===== src/rtl/core/cfws_pkg.sv =====
// Package for the character queue with search: operation and status codes,
// result layout, sequencer states and the result packing helper.
// No dependencies; imported by char_fifo_with_search_top.
`default_nettype none

package cfws_pkg;

  // Operation codes carried in the slave-side tuser
  typedef enum logic [2:0] {
    FN_PUSH      = 3'd0,
    FN_POP       = 3'd1,
    FN_SEARCH    = 3'd2,
    FN_PEEK_HEAD = 3'd3,
    FN_PEEK_TAIL = 3'd4,
    FN_CLEAR     = 3'd5
  } func_e;

  // Result status codes
  typedef enum logic [1:0] {
    STAT_OK    = 2'd0,
    STAT_EMPTY = 2'd1,
    STAT_NONE  = 2'd2,
    STAT_FULL  = 2'd3
  } status_e;

  // Fixed field widths
  localparam int unsigned CharW  = 8;
  localparam int unsigned FuncW  = 3;
  localparam int unsigned PosW   = 5;
  localparam int unsigned EarlW  = 4;
  localparam int unsigned ResW   = 24;

  // Result word, lowest field in the lowest bits
  typedef struct packed {
    logic [4:0]       pad;
    logic [EarlW-1:0] earlier_matches;
    logic [PosW-1:0]  position;
    logic [CharW-1:0] char_out;
    logic [1:0]       status;
  } res_t;

  // Sequencer states, one-hot
  typedef enum logic [3:0] {
    ST_IDLE  = 4'b0001,
    ST_READ  = 4'b0010,
    ST_SCAN  = 4'b0100,
    ST_FINAL = 4'b1000
  } state_e;

  function automatic res_t make_res(status_e st, logic [CharW-1:0] ch,
                                    logic [PosW-1:0] pos, logic [EarlW-1:0] earl);
    res_t r;
    r.pad             = '0;
    r.earlier_matches = earl;
    r.position        = pos;
    r.char_out        = ch;
    r.status          = st;
    return r;
  endfunction

endpackage

`default_nettype wire


===== src/rtl/core/cfws_ram.sv =====
// Generic single-write, single-read RAM with a registered read port.
// No dependencies; used for the character ring.
`default_nettype none

module cfws_ram #(
  parameter int unsigned WIDTH = 8,
  parameter int unsigned DEPTH = 16,
  parameter int unsigned AW    = 4
) (
  input  wire logic             clk_i,
  input  wire logic             we_i,
  input  wire logic [AW-1:0]    waddr_i,
  input  wire logic [WIDTH-1:0] wdata_i,
  input  wire logic [AW-1:0]    raddr_i,
  output logic      [WIDTH-1:0] rdata_o
);

  logic [WIDTH-1:0] mem_q [DEPTH];
  logic [WIDTH-1:0] rdata_q;

  // Write port
  always_ff @(posedge clk_i) begin
    if (we_i) begin
      mem_q[waddr_i] <= wdata_i;
    end
  end

  // Registered read port
  always_ff @(posedge clk_i) begin
    rdata_q <= mem_q[raddr_i];
  end

  assign rdata_o = rdata_q;

endmodule

`default_nettype wire


===== src/rtl/core/char_fifo_with_search_top.sv =====
// Character queue with search. Push, clear, and every operation on an empty
// queue answer straight from the idle state; pop and peeks first do one ring read.
// Search uses the single RAM read port to visit one queued entry per cycle
// while the output does not stall; a new operation is taken only when idle.
// Reset (rst_ni low, asynchronous) empties the queue and zeroes the head;
// ring contents are not cleared, and no clearing pass is needed.
`default_nettype none

module char_fifo_with_search_top #(
  parameter int unsigned DEPTH = 16
) (
  input  wire logic        clk_i,
  input  wire logic        rst_ni,
  // Slave side
  input  wire logic        s_axis_tvalid,
  output logic             s_axis_tready,
  input  wire logic [7:0]  s_axis_tdata,   // [7:0] char_in
  input  wire logic [2:0]  s_axis_tuser,   // [2:0] func
  // Master side
  output logic             m_axis_tvalid,
  input  wire logic        m_axis_tready,
  output logic [23:0]      m_axis_tdata,   // [1:0] status, [9:2] char_out,
                                           // [14:10] position,
                                           // [18:15] earlier_matches, rest 0
  output logic             m_axis_tlast    // last result of the transaction
);

  import cfws_pkg::*;

  localparam int unsigned AW = (DEPTH > 1) ? $clog2(DEPTH) : 1;
  localparam int unsigned CW = $clog2(DEPTH + 1);
  localparam logic [AW:0]   DepthA = (AW + 1)'(DEPTH);
  localparam logic [CW-1:0] DepthC = CW'(DEPTH);

  // Add an offset to a ring index and wrap at DEPTH
  function automatic logic [AW-1:0] wrap_add(logic [AW-1:0] base, logic [CW-1:0] off);
    logic [AW:0] s;
    s = {1'b0, base} + {1'b0, off[AW-1:0]};
    if (s >= DepthA) begin
      s = s - DepthA;
    end
    return s[AW-1:0];
  endfunction

  state_e           state_q, state_d;
  logic [AW-1:0]    head_q, head_d;
  logic [CW-1:0]    count_q, count_d;
  logic [AW-1:0]    rd_addr_q, rd_addr_d;
  logic [CW-1:0]    scan_i_q, scan_i_d;
  logic [EarlW-1:0] match_n_q, match_n_d;
  logic [CharW-1:0] key_q, key_d;
  logic             pend_v_q, pend_v_d;
  logic [PosW-1:0]  pend_pos_q, pend_pos_d;
  logic [EarlW-1:0] pend_earl_q, pend_earl_d;
  logic             out_valid_q, out_valid_d;
  res_t             out_q, out_d;
  logic             out_last_q, out_last_d;

  logic             we;
  logic [CharW-1:0] rdata;
  logic             out_free;
  logic             in_acc;
  logic [FuncW-1:0] func;
  logic             empty;
  logic             full;
  logic             hit;
  logic             stall;
  logic [CW:0]      scan_next;

  assign func      = s_axis_tuser;
  assign out_free  = !out_valid_q || m_axis_tready;
  assign s_axis_tready = (state_q == ST_IDLE) && out_free;
  assign in_acc    = s_axis_tvalid && s_axis_tready;
  assign empty     = (count_q == '0);
  assign full      = (count_q == DepthC);
  assign hit       = (rdata == key_q);
  assign stall     = hit && pend_v_q && !out_free;
  assign scan_next = {1'b0, scan_i_q} + (CW + 1)'(1);

  // Character ring
  cfws_ram #(
    .WIDTH (CharW),
    .DEPTH (DEPTH),
    .AW    (AW)
  ) u_ring (
    .clk_i   (clk_i),
    .we_i    (we),
    .waddr_i (wrap_add(head_q, count_q)),
    .wdata_i (s_axis_tdata),
    .raddr_i (rd_addr_d),
    .rdata_o (rdata)
  );

  // Sequencer
  always_comb begin
    state_d     = state_q;
    head_d      = head_q;
    count_d     = count_q;
    rd_addr_d   = rd_addr_q;
    scan_i_d    = scan_i_q;
    match_n_d   = match_n_q;
    key_d       = key_q;
    pend_v_d    = pend_v_q;
    pend_pos_d  = pend_pos_q;
    pend_earl_d = pend_earl_q;
    out_valid_d = out_valid_q && !m_axis_tready;
    out_d       = out_q;
    out_last_d  = out_last_q;
    we          = 1'b0;

    unique case (state_q)
      ST_IDLE: begin
        if (in_acc) begin
          unique case (func)
            FN_PUSH: begin
              out_valid_d = 1'b1;
              out_last_d  = 1'b1;
              if (full) begin
                out_d = make_res(STAT_FULL, '0, '0, '0);
              end else begin
                we      = 1'b1;
                count_d = count_q + CW'(1);
                out_d   = make_res(STAT_OK, '0, '0, '0);
              end
            end
            FN_POP, FN_SEARCH, FN_PEEK_HEAD, FN_PEEK_TAIL, FN_CLEAR: begin
              if (empty) begin
                out_valid_d = 1'b1;
                out_last_d  = 1'b1;
                out_d       = make_res(STAT_EMPTY, '0, '0, '0);
              end else begin
                unique case (func)
                  FN_POP: begin
                    rd_addr_d = head_q;
                    head_d    = wrap_add(head_q, CW'(1));
                    count_d   = count_q - CW'(1);
                    state_d   = ST_READ;
                  end
                  FN_PEEK_HEAD: begin
                    rd_addr_d = head_q;
                    state_d   = ST_READ;
                  end
                  FN_PEEK_TAIL: begin
                    rd_addr_d = wrap_add(head_q, count_q - CW'(1));
                    state_d   = ST_READ;
                  end
                  FN_SEARCH: begin
                    rd_addr_d = head_q;
                    scan_i_d  = '0;
                    match_n_d = '0;
                    pend_v_d  = 1'b0;
                    key_d     = s_axis_tdata;
                    state_d   = ST_SCAN;
                  end
                  default: begin
                    // clear
                    count_d     = '0;
                    head_d      = '0;
                    out_valid_d = 1'b1;
                    out_last_d  = 1'b1;
                    out_d       = make_res(STAT_OK, '0, '0, '0);
                  end
                endcase
              end
            end
            default: ;  // unused codes: drop
          endcase
        end
      end

      ST_READ: begin
        // Hand out the popped or peeked character
        if (out_free) begin
          out_valid_d = 1'b1;
          out_last_d  = 1'b1;
          out_d       = make_res(STAT_OK, rdata, '0, '0);
          state_d     = ST_IDLE;
        end
      end

      ST_SCAN: begin
        // Compare one entry per cycle unless the output stalls; hold one match back to mark the last
        if (!stall) begin
          if (hit) begin
            if (pend_v_q) begin
              out_valid_d = 1'b1;
              out_last_d  = 1'b0;
              out_d       = make_res(STAT_OK, key_q, pend_pos_q, pend_earl_q);
            end
            pend_v_d    = 1'b1;
            pend_pos_d  = PosW'(scan_next);
            pend_earl_d = match_n_q;
            match_n_d   = match_n_q + EarlW'(1);
          end
          scan_i_d  = scan_next[CW-1:0];
          rd_addr_d = wrap_add(rd_addr_q, CW'(1));
          if ((hit && (match_n_q == {EarlW{1'b1}})) ||
              (scan_next == {1'b0, count_q})) begin
            state_d = ST_FINAL;
          end
        end
      end

      ST_FINAL: begin
        // Emit the held match as last, or report no match
        if (out_free) begin
          out_valid_d = 1'b1;
          out_last_d  = 1'b1;
          if (pend_v_q) begin
            out_d = make_res(STAT_OK, key_q, pend_pos_q, pend_earl_q);
          end else begin
            out_d = make_res(STAT_NONE, '0, '0, '0);
          end
          state_d = ST_IDLE;
        end
      end

      default: state_d = ST_IDLE;
    endcase
  end

  // Control registers
  always_ff @(posedge clk_i or negedge rst_ni) begin
    if (!rst_ni) begin
      state_q     <= ST_IDLE;
      head_q      <= '0;
      count_q     <= '0;
      out_valid_q <= 1'b0;
      pend_v_q    <= 1'b0;
      match_n_q   <= '0;
      scan_i_q    <= '0;
    end else begin
      state_q     <= state_d;
      head_q      <= head_d;
      count_q     <= count_d;
      out_valid_q <= out_valid_d;
      pend_v_q    <= pend_v_d;
      match_n_q   <= match_n_d;
      scan_i_q    <= scan_i_d;
    end
  end

  // Payload registers
  always_ff @(posedge clk_i) begin
    rd_addr_q   <= rd_addr_d;
    key_q       <= key_d;
    pend_pos_q  <= pend_pos_d;
    pend_earl_q <= pend_earl_d;
    out_q       <= out_d;
    out_last_q  <= out_last_d;
  end

  assign m_axis_tvalid = out_valid_q;
  assign m_axis_tdata  = out_q;
  assign m_axis_tlast  = out_last_q;

  // Checks
  a_count_bound: assert property (@(posedge clk_i) disable iff (!rst_ni)
    count_q <= DepthC)
    else $error("entry count exceeds ring depth");

  a_push_grows: assert property (@(posedge clk_i) disable iff (!rst_ni)
    (in_acc && (func == FN_PUSH) && !full) |=> (count_q == $past(count_q) + CW'(1)))
    else $error("accepted push did not grow the queue");

  a_scan_in_range: assert property (@(posedge clk_i) disable iff (!rst_ni)
    (state_q == ST_SCAN) |-> (scan_i_q < count_q))
    else $error("search index beyond queued entries");

  a_match_step: assert property (@(posedge clk_i) disable iff (!rst_ni)
    (state_q == ST_SCAN) |=>
      ((match_n_q == $past(match_n_q)) || (match_n_q == $past(match_n_q) + EarlW'(1))))
    else $error("match count moved by more than one");

  a_final_last: assert property (@(posedge clk_i) disable iff (!rst_ni)
    ((state_q == ST_FINAL) && out_free) |=> (m_axis_tvalid && m_axis_tlast))
    else $error("search end did not deliver a last result");

endmodule

`default_nettype wire

===== config.mk =====
export PLATFORM = sky130hd
export DESIGN_NAME = char_fifo_with_search_top
export DESIGN_NICKNAME = d
export VERILOG_FILES = /design/src/rtl/core/cfws_pkg.sv /design/src/rtl/core/cfws_ram.sv /design/src/rtl/core/char_fifo_with_search_top.sv
export SDC_FILE = /design/constraint.sdc
export NUM_CORES = 1
export LEC_CHECK = 0
export BUFFER_PORTS_ARGS = -buffer_cell sky130_fd_sc_hd__clkbuf_2
export CAP_MARGIN = 20
export CORE_MARGIN = 1
export CORE_UTILIZATION = 65
export CTS_CLUSTER_DIAMETER = 150
export CTS_CLUSTER_SIZE = 28
export DETAILED_ROUTE_END_ITERATION = 10
export GPL_ROUTABILITY_DRIVEN = 0
export PLACE_DENSITY = 0.84
export SLEW_MARGIN = 20
export SYNTH_ARGS = -nofsm -noshare
export SYNTH_HDL_FRONTEND = slang
export SYNTH_HIERARCHICAL = 1
export SYNTH_SLANG_ARGS = --single-unit

===== constraint.sdc =====
create_clock -name clk_i -period 8.1 [get_ports clk_i]
set_input_delay 0 -clock clk_i [delete_from_list [all_inputs] [get_ports clk_i]]
set_output_delay 0 -clock clk_i [all_outputs]
set_load 0.01 [all_outputs]

==> results.md <==
* Fill cell count at 781
* Grt total ovfl at 0
* CORE AREA at 13,300 sq um
* Total power at between 3 and 4 mW
* Clock buffer count from CTS at 11
* Drt drc at 0
* Area grow syn2layout at 7.434%
* Footprint of the multi-input gates at around 2800 sq um
* Critical path launch point type: flip-flop
* PnR worst setup slack at 4.315 ns
* F_max at 0.2642 GHz
* YS warnings at 6
* Number of I/O port buffers at 36
* Req. time, crit path at between 8 and 9 ns
* Critical path arrival at around 4.1 ns
* Clock skew at roughly 0.030 ns
* CP Class: reg2reg
* WHS at 0.001287 ns
* Post-DR wirelength/cell at approximately 23 microns
* Register area share after synthesis at 0.6511
* Worst-Margin Slew at around 1.0 ns
* CTS tree: done
* Syn Std Cell Area at around 8900 sq um
* Via count at approximately 5,000
* Reg-to-reg slack, setup at roughly 4.3 ns
* Mapped Avg Cell Area at ~16 sq um
* Reg2reg start: count_q[1]
* Max Root-Sink Buffers at 3
* First-pass DRT Iterations at 5
* Register clock-pin slew on the reported worst setup and hold paths at around 0.11 ns
* CTS Sinks at between 200 and 250
* Met2 WL at 9.069 mm
* Synth Flop Type: edfxtp_1
* RSZ-0062 raised after global routing: false
* Syn Inst Count at 564
* IO Count at 42
* Outcome: completed
* Final setup fails at 0
* Antenna violations before repair at 0
* Chip height at around 120 microns
* Normalized max-slew margin at 0.3097
* Total negative slack at 0 ns
* Detail Route Antenna Nets at 0
* Worst reg2reg path depth at 10
* Die area at ~14,000 sq um
* Peak supply drop at ~0.17 mV
* Register area at between 5000 and 6000 sq um
* Antenna Cells at 0
* Fin crit share at 0.4673
* First-pass GRT wire length at 29.05 mm
* DRT Wirelength at roughly 18 mm
* Synth async-reset ratio at 0.1194
* Worst flop-to-flop path endpoint: u_ring/rdata_o[3]
* Most common cell after layout, fill and taps aside: edfxtp_1
* Pin count of the biggest net entering global routing at 34
* Placed cell areas at ~9000 sq um
* Hold Vio Cnt, Final at 0
* Worst Hold Class: in2reg
* Gr usage total at 0.2740
* Hold path depth at 1
* Max-cap violation count at 0
* Worst-Skew Late Latency at 0.46 ns
* Post_cts resized at 0
* H-tree depth at 1
* Crit end category: flip-flop
* Share of post-route cells with drive strength above 1 at 0.1686
* Max Used Layer: met4
* DR vias/cell at approximately 6.6
* PD cells at between 300 and 400 nW/um^2
* Hold worst-path end: u_ring/mem_q[12][4]
* Leak at 3.401 nW
* Nets at 630
* Vias in the first global route at 5,232
* Final Instance Area at 9565 sq um
* Met3 routed WL at approximately 1.3 mm
* Initial DRC count at between 500 and 600
* Yosys cell types at 79
* Root buf cell: clkbuf_16
* Starting density of the core at 0.6697
* Minimum clock period at about 3.8 ns
* Crit path max fanout at 33
* Setup slack at placement at ~4.4 ns
* Die X at ~120 microns
* Yosys reg bits at approximately 200
* Final Max Tran Viols at 0
* Worst hold start: s_axis_tdata[4]
* Hpwl dp at between 10 and 15 mm
* M1 wire length at a little over 7 mm
* Post-synth EDFFs at 165
* Most frequent cells in the layout: 165 x edfxtp_1, 36 x clkbuf_2, 26 x nor2_1, 23 x dfrtp_1
* Row count at 42
-- through the flow --
step,util,instances
after floorplan,-,568
final,0.7195,781
after global routing,0.7195,781
after global placement,0.6891,756
after detailed placement,0.6891,756
after CTS,0.7195,781
-- report_power, final --
group          switching (mW)  internal, mW
registers               0.108          1.23
logic                   0.626         0.464
clock network           0.317         0.263
total                    1.05          1.96
-- cell families (layout without fill, tap and decap cells) --
| logic type | Yosys count | in the layout | share of synthesized area |
|---|---|---|---|
| flip-flops | 201 | 201 | 0.6511 |
| AND/OR/NAND/NOR | 132 | 132 | 0.08839 |
| adder cells (fa/ha/maj) | 14 | 14 | 0.02136 |
| other | 1 | 5 | 0.0004212 |
| XOR/XNOR | 28 | 28 | 0.02754 |
| multiplexers | 34 | 34 | 0.08966 |
| buffers and inverters | 49 | 86 | 0.03345 |
| AO/OA/AOI/OAI | 105 | 105 | 0.08812 |
-- cell usage after synthesis (3+ instances only) --
library cell | count | area (sq um)
nand2_1 | 19 | 71.32
clkdlybuf4s25_2 | 3 | 30.03
nand3b_1 | 4 | 30.03
o21ai_0 | 13 | 65.06
a22o_1 | 9 | 78.83
ha_1 | 12 | 150.1
a31oi_1 | 3 | 18.77
buf_2 | 9 | 45.04
nor3b_1 | 4 | 30.03
buf_4 | 7 | 52.55
nand2b_1 | 11 | 68.82
mux4_1 | 14 | 367.9
nor2b_1 | 5 | 31.28
xnor2_1 | 12 | 105.1
nor4b_1 | 3 | 26.28
nor4_1 | 3 | 18.77
a21o_1 | 4 | 30.03
and2_1 | 10 | 62.56
mux4_2 | 18 | 405.4
o21ai_1 | 8 | 40.04
o31ai_2 | 3 | 37.54
o211ai_1 | 3 | 22.52
nor3_1 | 11 | 55.05
clkbuf_1 | 5 | 18.77
a21oi_1 | 14 | 70.07
edfxtp_1 | 165 | 4955
xor2_1 | 16 | 140.1
nand3_1 | 17 | 85.08
buf_6 | 7 | 78.83
dfxtp_1 | 12 | 240.2
nor2_1 | 26 | 97.59
a22oi_1 | 19 | 142.6
inv_1 | 16 | 60.06
dfrtp_1 | 23 | 575.6
o22ai_1 | 5 | 31.28
-- state kept, by name, summed over array words and instances (netlist names), 4 cells and up --
register,count
state_q,4
u_ring/mem_q,128
rd_addr_q,4
scan_i_q,5
key_q,8
head_q,4
u_ring/rdata_o,8
m_axis_tdata,19
count_q,5
pend_pos_q,5
match_n_q,4
pend_earl_q,4
-- area by class of cell --
type | instances | area share
inverter | 18 | 0.007587
tap | 176 | 0.02302
clock inverter | 1 | 0.003139
clock buffer | 16 | 0.03074
sequential | 201 | 0.6060
multi-input combinational | 318 | 0.2968
timing repair buffer | 51 | 0.03270
-- worst max path at each step --
stage,start,endpoint,depth (start not counted)
final,count_q[1],u_ring/rdata_o[3],10
after global placement,count_q[1],u_ring/rdata_o[7],10
after floorplan,count_q[1],u_ring/rdata_o[1],12
after CTS,count_q[1],u_ring/rdata_o[3],10
after detailed placement,count_q[1],u_ring/rdata_o[5],10
after global routing,count_q[1],u_ring/rdata_o[3],10
-- timing repair --
action                    CTS  global route
hold endpoints to repair   76             0
buffers inserted            0             0
hold buffers                8             0
-- worst max-delay path, cell delays in order (launching register included) --
cell and delay, ns:
dfrtp_1 0.47, inv_1 0.16, ha_1 0.29, or4b_4 0.52, nand4_1 0.32, o21ai_0 0.23, o21ai_4 0.15, buf_4 0.51
mux4_1 0.66, a22oi_1 0.23, nand2_1 0.09
-- routing by layer --
metal / GRT usage / vias up
met5: 0 / -
met3: 0.03257 / 54
met1: 0.3707 / 2556
li1: - / 2264
met2: 0.4568 / 278
met4: 0.1123 / 0
Power figures use the tool's default switching activity.
